### src/rtl/rdb_pkg.sv
// ----------------------------------------------------------------------------
// rdb_pkg
// Shared constants, operation and status codes, and the command and status
// structs that join the controller and the datapath of the deque buffer.
// ----------------------------------------------------------------------------
package rdb_pkg;

   localparam int DEPTH    = 1024;
   localparam int IDX_W    = $clog2(DEPTH);
   localparam int CNT_W    = $clog2(DEPTH + 1);
   localparam int SUM_W    = CNT_W + 1;
   localparam int DATA_W   = 32;
   localparam int MODE_W   = 2;
   localparam int STATUS_W = 2;
   localparam int OCC_W    = 11;

   localparam logic [MODE_W-1:0] MODE_PUSH    = 2'd0;
   localparam logic [MODE_W-1:0] MODE_REVERSE = 2'd1;
   localparam logic [MODE_W-1:0] MODE_POP     = 2'd2;

   localparam logic [STATUS_W-1:0] ST_DONE  = 2'd0;
   localparam logic [STATUS_W-1:0] ST_FULL  = 2'd1;
   localparam logic [STATUS_W-1:0] ST_EMPTY = 2'd2;

   typedef struct packed {
      logic accept;
      logic load_now;
      logic load_pop;
   } dp_cmd_type;

   typedef struct packed {
      logic full;
      logic empty;
   } dp_stat_type;

endpackage

### src/rtl/rdb_ctrl.sv
// ----------------------------------------------------------------------------
// rdb_ctrl
// Controller for the deque buffer: input and result handshakes, and the wait
// state that covers the registered read of a pop.
// ----------------------------------------------------------------------------
module rdb_ctrl (
   input  logic                         clock,
   input  logic                         reset,
   input  logic                         req_valid,
   output logic                         req_stall,
   input  logic [rdb_pkg::MODE_W-1:0]   req_mode,
   output logic                         rsp_valid,
   input  logic                         rsp_stall,
   input  rdb_pkg::dp_stat_type         stat,
   output rdb_pkg::dp_cmd_type          cmd
);

   typedef enum logic {
      S_IDLE,
      S_READ
   } state_type;

   state_type state_ff, state_in;
   logic      rsp_valid_ff, rsp_valid_in;
   logic      out_free;
   logic      accept;
   logic      pop_read;

   assign out_free  = !rsp_valid_ff || !rsp_stall;
   assign req_stall = (state_ff == S_READ) || !out_free;
   assign accept    = req_valid && !req_stall;
   assign pop_read  = accept && (req_mode == rdb_pkg::MODE_POP) && !stat.empty;

   assign cmd.accept   = accept;
   assign cmd.load_now = accept && !pop_read;
   assign cmd.load_pop = (state_ff == S_READ);
   assign rsp_valid    = rsp_valid_ff;

   always_comb begin
      state_in     = state_ff;
      rsp_valid_in = rsp_valid_ff;
      case (state_ff)
         S_IDLE: begin
            if (pop_read) begin
               state_in     = S_READ;
               rsp_valid_in = 1'b0;
            end else if (accept) begin
               rsp_valid_in = 1'b1;
            end else if (rsp_valid_ff && !rsp_stall) begin
               rsp_valid_in = 1'b0;
            end
         end
         S_READ: begin
            state_in     = S_IDLE;
            rsp_valid_in = 1'b1;
         end
         default: begin
            state_in     = S_IDLE;
            rsp_valid_in = 1'b0;
         end
      endcase
   end

   always_ff @(posedge clock) begin
      if (reset) begin
         state_ff     <= S_IDLE;
         rsp_valid_ff <= 1'b0;
      end else begin
         state_ff     <= state_in;
         rsp_valid_ff <= rsp_valid_in;
      end
   end

endmodule

### config.mk
export PLATFORM = sky130hd
export DESIGN_NAME = rdb_ctrl
export DESIGN_NICKNAME = d
export VERILOG_FILES = /design/src/rtl/rdb_pkg.sv /design/src/rtl/rdb_ctrl.sv
export SDC_FILE = /design/constraint.sdc
export NUM_CORES = 1
export LEC_CHECK = 0
export BUFFER_PORTS_ARGS = -buffer_cell sky130_fd_sc_hd__buf_2
export CAP_MARGIN = 5
export CORE_AREA = 3 3 40 42
export CTS_CLUSTER_DIAMETER = 120
export DETAILED_ROUTE_END_ITERATION = 16
export DIE_AREA = 0 0 43 45
export PLACE_DENSITY = 0.3
export SYNTH_ARGS = -nofsm -noshare
export SYNTH_HDL_FRONTEND = slang
export SYNTH_SLANG_ARGS = --single-unit
### constraint.sdc
create_clock -name clock -period 1.2 [get_ports clock]
set_clock_uncertainty 0.1 [all_clocks]
set_input_delay 0.24 -clock clock [delete_from_list [all_inputs] [get_ports clock]]
set_output_delay 0.24 -clock clock [all_outputs]
set_load 0.005 [all_outputs]
==> run_results.csv, run 1 <==
group,metric,value,unit
outcome,status,"finished with violations",
outcome,violations,"setup timing",
synth,synth.area.top_cells,"dfxtp_1 31%, nor4b_4 18%, buf_4 12%, nor3b_2 9.7%, a21oi_2 6.8%",
timing,period_share,108,%
run,maxCapViolations,0,
final_layout,final_common_cell,"buf_2",
final_layout,diodes,0,
grt,grt_overflow,0,
timing,period_needed,1.30,ns
floorplanning,die_area,1940,µm²
worst_setup_path,path_cells,"a21oi_4 -> inv_2 -> nor3_2 -> buf_2",
drt,antenna_left,0,
synth,yosysTopAreaCellShare,31.1,%
synth,synth_top_cell_by_area,"dfxtp_1",
placement,io_buffers,11,
worst_setup_path,cp_max_fo,4,
drt,drtIter0Drc,2,
drt,avgRoutedWirePerCell,7.85,µm
grt,grt_first_pass_wirelength,469,µm
timing,final.setup.worst_slack,-0.0992,ns
final_layout,mostFrequentLayoutCells,"11 x buf_2, 3 x clkbuf_4, 2 x dfxtp_2",
clock_network,cts_tree,"built",
worst_setup_path,endpoint_kind,"output port",
grt,grt_max_degree,5,
worst_setup_path,critical_path_buf_inv_count,2,
grt,grt_use_total,3.66,%
timing,relSlewSlack,81.9,%
worst_setup_path,cp.arrival,0.96,ns
synth,syn_nets,21,
drt,firstDrtPassIters,2,
timing,rsz0062_at_grt,"true",
power_and_ir_drop,vdd_drop_max,0.000207,V
power_and_ir_drop,swShare,23.3,%
floorplanning,io_pins,13,
grt,antenna_found_initial,0,
min_path,hp-class,"in2reg",
power_and_ir_drop,p_leak,0.113,nW
clock_network,cts.clk_slew.worst_paths,0.03,ns
timing,tightest_slew,0.271,ns
timing,maxSlewViolCount,0,
clock_network,cts_inserted_buffers,3,
final_layout,fin_area,233,µm²
synth,yosysWarnings,0,
placement,place_hpwl,274,µm
floorplanning,core-area,1280,µm²
synth,synth_seq_area_share,31.1,%
floorplanning,row_count,13,
final_layout,layout.nets,36,
final_layout,drive_gt1_share,84.6,%
power_and_ir_drop,p_int,0.209,mW
worst_setup_path,critPathRequiredTime,0.86,ns
floorplanning,die_h,45,µm
power_and_ir_drop,comb_power_share,18.4,%
drt,vias_per_cell,3.22,
placement,dpl.cell_count,38,
worst_setup_path,worst-setup-path-type,"reg2out",
synth,avgSynthCellArea,9.91,µm²
worst_setup_path,slowest_delay,0.32,ns
power_and_ir_drop,p_switching,0.0634,mW
synth,synth_cells,13,
clock_network,cts.sinks,2,
drt,postRouteWirelength,322,µm
power_and_ir_drop,p_per_area,1170,nW/µm²
drt,drc,0,
floorplanning,die_w,43,µm
timing,hold_viol_final,0,
placement,gp_congestion,0.618,
clock_network,clk_latency,0.22,ns
clock_network,cts_root_buf,"clkbuf_4",
timing,setup_viol,3,
synth,synthDistinctLibCells,11,
power_and_ir_drop,sequentialPowerShare,27.3,%
clock_network,clockBufferDepth,2,
timing,whs,0.129,ns
grt,grt_pass1_vias,145,
floorplanning,start_util,10.0,%
worst_setup_path,setup.worst_path.start_class,"flop",
worst_setup_path,cp_slowest_cell,"dfxtp_2",
final_layout,fin_cells,41,
placement,dp_slack,-0.0243,ns
worst_setup_path,cp_top_family,"flip-flops",
clock_network,cts_hold_buf,0,
clock_network,cts_max_level,1,
power_and_ir_drop,p_clk_share,54.3,%
drt,vias,132,
synth,synth-seq-cells,2,
synth,syn_area,129,µm²
final_layout,areaGrowthSynthToFinish,80.6,%
placement,dpl_cell_area,195,µm²
timing,max_freq,770,MHz
state kept, by name, indices dropped and copies added, names as in the netlist:
register,cells
rsp_valid,1
state_ff,1
worst paths after layout:
| path | start | endpoint | slack, ns | depth (start not counted) |
|---|---|---|---|---|
| max | rsp_valid$_SDFFE_PP0P_ | cmd[1] | -0.1 | 4 |
| min | reset | state_ff$_SDFF_PP0_ | 0.13 | 2 |
| max reg2reg | rsp_valid$_SDFFE_PP0P_ | state_ff$_SDFF_PP0_ | 0.15 | 4 |
| min reg2reg | state_ff$_SDFF_PP0_ | rsp_valid$_SDFFE_PP0P_ | 0.45 | 2 |
cell families (layout without fill, tap and decap cells):
kind of cell	after synthesis	after routing	share of synthesized area [%]
DFF	2	2	31.1
AOI/OAI and AO/OA	2	2	11.7
buffers and inverters	4	17	17.5
and+or+nand+nor	5	5	39.8
metrics by stage:
stage / util, % / TNS (ns) / total power, mW
6_report: 18.1 / -0.172 / 0.272
5_1_grt: 18.1 / -0.345 / 0.285
4_1_cts: 17.4 / -0.368 / 0.282
3_5_place_dp: 15.2 / -0.0243 / 0.121
3_3_place_gp: 15.2 / -0.0157 / 0.121
2_1_floorplan: - / 0 / 0.0972
cell usage after synthesis, drive strengths merged:
cell,number
a21oi,1
inv,2
nor3b,1
nor2,1
buf,2
nor3,1
nand2b,1
nor4b,1
dfxtp,2
o22ai,1
timing repair:
item / CTS / global route
gates resized for setup: 2 / 2
pin swaps: 2 / 1
setup endpoints to repair: 3 / 3
hold endpoints to repair: 0 / 0
buffers inserted: 0 / 0
layer usage:
| metal | track usage (%) | up-vias | wire, µm |
|---|---|---|---|
| li1 | - | 68 | - |
| met2 | 4.49 | 11 | 145 |
| met3 | 0.398 | 0 | 59 |
| met1 | 3.84 | 53 | 117 |
| met5 | 0 | - | 0 |
| met4 | 7.23 | 0 | 0 |
power by group through the flow:
stage	Clock [mW]	Combinational [mW]	Sequential (mW)
floorplan	0	0.0234	0.0738
finish	0.148	0.0500	0.0744
global placement	0	0.0474	0.0732
global route	0.155	0.0553	0.0746
CTS	0.160	0.0494	0.0733
detailed placement	0	0.0474	0.0735
cell type report:
class / count / area, µm²
Multi-Input combinational cell: 7 / 78.8
Inverter: 2 / 7.51
Clock buffer: 3 / 22.5
Timing Repair Buffer: 12 / 62.6
Tap cell: 15 / 18.8
Fill cell: 142 / 1050
Sequential cell: 2 / 42.5
Note: power is estimated with default switching activity, not from simulation.
==> inputs of run 2 (changes only) <==
Settings changed: SETUP_SLACK_MARGIN set to 0.5.
==> run_results.csv, run 2 (synthesis gave the netlist of run 1 again) <==
group,metric,value,unit
timing,hold_viol_final,0,
power_and_ir_drop,vdd_drop_max,0.000174,V
run,maxCapViolations,0,
drt,drtIter0Drc,2,
outcome,status,"finished with violations",
worst_setup_path,cp_slowest_cell,"dfxtp_2",
worst_setup_path,worst-setup-path-type,"reg2out",
worst_setup_path,critPathRequiredTime,0.86,ns
grt,grt_pass1_vias,139,
floorplanning,io_pins,13,
clock_network,cts_root_buf,"clkbuf_4",
clock_network,cts_inserted_buffers,3,
worst_setup_path,setup.worst_path.start_class,"flop",
drt,vias,138,
final_layout,register_area,42.5,µm²
floorplanning,row_count,13,
final_layout,diodes,0,
power_and_ir_drop,p_per_area,1120,nW/µm²
timing,maxSlewViolCount,0,
clock_network,cts_max_level,1,
clock_network,clockBufferDepth,2,
timing,rsz0062_at_grt,"true",
final_layout,drive_gt1_share,85.2,%
grt,antenna_found_initial,0,
worst_setup_path,endpoint_kind,"output port",
final_layout,final_common_cell,"buf_2",
floorplanning,die_area,1940,µm²
timing,relSlewSlack,85.9,%
timing,fin_tns_setup,-0.305,ns
timing,tightest_slew,0.211,ns
clock_network,cts_tree,"built",
power_and_ir_drop,p_leak,0.123,nW
floorplanning,core-area,1280,µm²
drt,firstDrtPassIters,2,
worst_setup_path,slowest_delay,0.32,ns
final_layout,fillers,141,
placement,dp_slack,-0.00473,ns
drt,avgRoutedWirePerCell,8.40,µm
worst_setup_path,cp.arrival,0.98,ns
grt,grt_use_total,5.24,%
grt,grt_overflow,0,
clock_network,clk_latency,0.22,ns
outcome,violations,"setup timing",
timing,period_needed,1.32,ns
drt,postRouteWirelength,353,µm
floorplanning,die_h,45,µm
clock_network,cts.clk_slew.worst_paths,0.03,ns
power_and_ir_drop,power.total,0.282,mW
grt,grt_max_degree,5,
min_path,hp-class,"in2reg",
clock_network,cts_hold_buf,0,
timing,max_freq,757,MHz
timing,final.setup.worst_slack,-0.121,ns
drt,antenna_left,0,
placement,gp_congestion,0.566,
final_layout,mostFrequentLayoutCells,"10 x buf_2, 3 x clkbuf_4, 2 x buf_4, 2 x dfxtp_2",
final_layout,fin_cells,42,
placement,io_buffers,11,
timing,period_share,110,%
final_layout,areaGrowthSynthToFinish,96.1,%
grt,grt_first_pass_wirelength,614,µm
worst_setup_path,cp_max_fo,4,
floorplanning,die_w,43,µm
drt,vias_per_cell,3.29,
timing,setup_viol,3,
floorplanning,start_util,10.0,%
placement,dpl.cell_count,38,
worst_setup_path,path_cells,"a21oi_4 -> inv_2 -> buf_4 -> buf_6",
final_layout,multi_input_area,85.1,µm²
drt,drc,0,
final_layout,layout.nets,37,
clock_network,cts.sinks,2,
-- run 2: what timing repair did --
item	CTS	global route
pin swaps	3	2
endpoints found under the setup margin	7	7
gates resized for setup	1	1
setup buffers	1	0
-- run 2: area by class of cell --
class                      count  share of cell area, %
timing repair buffer          13                   30.2
inverter                       2                   2.97
tap                           15                   7.43
clock buffer                   3                   8.91
sequential                     2                   16.8
multi-input combinational      7                   33.7
-- run 2: per-stage QoR --
step	util [%]	area [µm²]	hold slack (ns)
2_1_floorplan	-	146	0.206
3_3_place_gp	16.3	209	0.355
3_5_place_dp	16.3	209	0.367
4_1_cts	19.1	245	0.126
5_1_grt	19.7	253	0.128
6_report	19.7	253	0.136
-- run 2: power breakdown --
| group | internal (mW) | total (mW) | switching, mW | leakage [nW] |
|---|---|---|---|---|
| Sequential | 0.0713 | 0.0747 | 0.00337 | 0.0172 |
| Combinational | 0.0341 | 0.0596 | 0.0255 | 0.0919 |
| Clock | 0.110 | 0.148 | 0.0376 | 0.0138 |
| Total | 0.216 | 0.282 | 0.0665 | 0.123 |
-- run 2: final timing paths --
kind / from / endpoint / slack (ns) / cells after the start
max: rsp_valid$_SDFFE_PP0P_ / req_stall / -0.12 / 4
max reg2reg: rsp_valid$_SDFFE_PP0P_ / state_ff$_SDFF_PP0_ / 0.14 / 4
min: reset / state_ff$_SDFF_PP0_ / 0.14 / 2
min reg2reg: state_ff$_SDFF_PP0_ / rsp_valid$_SDFFE_PP0P_ / 0.46 / 2
-- run 2: worst max-delay path, delay by kind of cell (launching register included) --
family	cells	cell delay (ns)
compound gates	1	0.14
buf+inv	3	0.30
flops	1	0.32
-- run 2: layer usage --
metal  wire (µm)  vias up  global-route usage (%)
met4           0        0                    5.42
met2         130       11                    4.19
li1            -       72                       -
met3          75        0                    6.77
met1         147       55                    5.52
met5           0        -                       0
==> inputs of run 3 (changes only) <==
Settings changed: CELL_PAD_IN_SITES_DETAIL_PLACEMENT set to 1, CELL_PAD_IN_SITES_GLOBAL_PLACEMENT set to 1, PLACE_DENSITY 0.3 to 0.4.
Clock period 1.2 ns to 1.7 ns, I/O delays scaled along.
==> run_results.csv, run 3 (synthesis gave the netlist of run 1 again) <==
group,metric,value,unit
floorplanning,start_util,10.0,%
grt,grt_pass1_vias,158,
grt,grt_overflow,0,
grt,grt_first_pass_wirelength,586,µm
placement,gp_congestion,0.669,
final_layout,fillers,153,
timing,maxSlewViolCount,0,
clock_network,cts_max_level,1,
final_layout,multi_input_area,78.8,µm²
timing,max_freq,716,MHz
floorplanning,core-area,1280,µm²
worst_setup_path,endpoint_kind,"output port",
grt,grt_max_degree,5,
drt,vias_per_cell,3.37,
floorplanning,row_count,13,
drt,antenna_left,0,
worst_setup_path,critPathRequiredTime,1.26,ns
final_layout,drive_gt1_share,85.7,%
final_layout,mostFrequentLayoutCells,"11 x buf_2, 3 x clkbuf_4, 3 x buf_4",
clock_network,cts_root_buf,"clkbuf_4",
grt,grt_use_total,4.65,%
min_path,hold_depth,2,
worst_setup_path,startpoint,"rsp_valid$_SDFFE_PP0P_",
timing,fin_tns_setup,0,ns
power_and_ir_drop,power.total,0.196,mW
drt,drc,0,
placement,io_buffers,11,
final_layout,areaGrowthSynthToFinish,92.2,%
final_layout,fin_area,248,µm²
worst_setup_path,worst-setup-path-type,"reg2out",
min_path,hold_start,"reset",
clock_network,clockBufferDepth,2,
final_layout,layout.nets,38,
final_layout,final_common_cell,"buf_2",
worst_setup_path,cp_max_fo,4,
power_and_ir_drop,vdd_drop_max,0.000148,V
clock_network,cts.sinks,2,
drt,postRouteWirelength,375,µm
timing,tightest_slew,0.261,ns
drt,drtIter0Drc,0,
floorplanning,die_h,45,µm
placement,place_hpwl,296,µm
floorplanning,die_w,43,µm
drt,vias,145,
power_and_ir_drop,p_leak,0.123,nW
clock_network,cts_inserted_buffers,3,
timing,hold_viol_final,0,
drt,firstDrtPassIters,1,
timing,rsz0062_at_grt,"true",
timing,period_needed,1.40,ns
clock_network,cts_hold_buf,0,
placement,dpl_cell_area,193,µm²
floorplanning,die_area,1940,µm²
run,maxCapViolations,0,
min_path,hp-class,"in2reg",
floorplanning,io_pins,13,
timing,period_share,82.2,%
worst_setup_path,cp.arrival,0.96,ns
timing,setup_viol,0,
timing,relSlewSlack,82.6,%
drt,avgRoutedWirePerCell,8.72,µm
final_layout,diodes,0,
power_and_ir_drop,p_per_area,791,nW/µm²
final_layout,register_area,42.5,µm²
outcome,status,"finished clean",
worst_setup_path,setup.worst_path.start_class,"flop",
timing,whs,0.231,ns
clock_network,cts_tree,"built",
worst_setup_path,reg2reg_depth,4,
clock_network,cts.clk_slew.worst_paths,0.03,ns
worst_setup_path,r2r-start,"rsp_valid$_SDFFE_PP0P_",
grt,antenna_found_initial,0,
clock_network,clk_latency,0.22,ns
==> run 3: changes by cell type in the layout (fill, tap and decap cells not counted), sizes merged <==
cell,before,now
buf,13,14
==> run 3: worst paths after layout <==
kind | end | slack [ns]
setup / recovery | cmd[1] | 0.30
hold / removal | state_ff$_SDFF_PP0_ | 0.23
setup reg to reg | state_ff$_SDFF_PP0_ | 0.66
hold reg to reg | state_ff$_SDFF_PP0_ | 0.54
==> run 3: critical path, cell delays in order (launching register included) <==
cell and delay [ns]:
dfxtp_2 0.32, a21oi_4 0.13, inv_2 0.07, nor3_2 0.09, buf_2 0.13
==> run 3: layout make-up <==
cell class	instances	share of cell area, %
sequential	2	17.2
tap	15	7.58
timing repair buffer	14	31.3
multi-input combinational	7	31.8
inverter	2	3.03
clock buffer	3	9.09
==> run 3: repair_timing <==
| action | in CTS | in global routing |
|---|---|---|
| hold endpoints to repair | 0 | 0 |
| buffers inserted | 2 | 1 |
| pin swaps | 3 | 1 |
| gates resized for setup | 1 | 2 |
| endpoints found under the setup margin | 3 | 3 |
==> run 3: where the power goes <==
group	leakage, nW	switching, mW	total [mW]	internal (mW)
sequential	0.0172	0.00223	0.0526	0.0503
combinational	0.0916	0.0173	0.0402	0.0230
clock	0.0138	0.0253	0.103	0.0777
total	0.123	0.0448	0.196	0.151
==> run 3: routing by layer <==
metal,part of all wire (%),global-route usage (%),vias to the layer above
li1,-,-,72
met1,39,4.55,61
met2,39,5.09,12
met3,22,3.19,0
met4,0,7.23,0
met5,0,0,-
==> run 3: stage by stage <==
stage	util (%)	worst slack, ns	std cells
2_1_floorplan	-	0.511	13
3_3_place_gp	15.0	0.291	37
3_5_place_dp	15.0	0.291	37
4_1_cts	18.0	0.252	42
5_1_grt	19.3	0.233	43
6_report	19.3	0.303	43
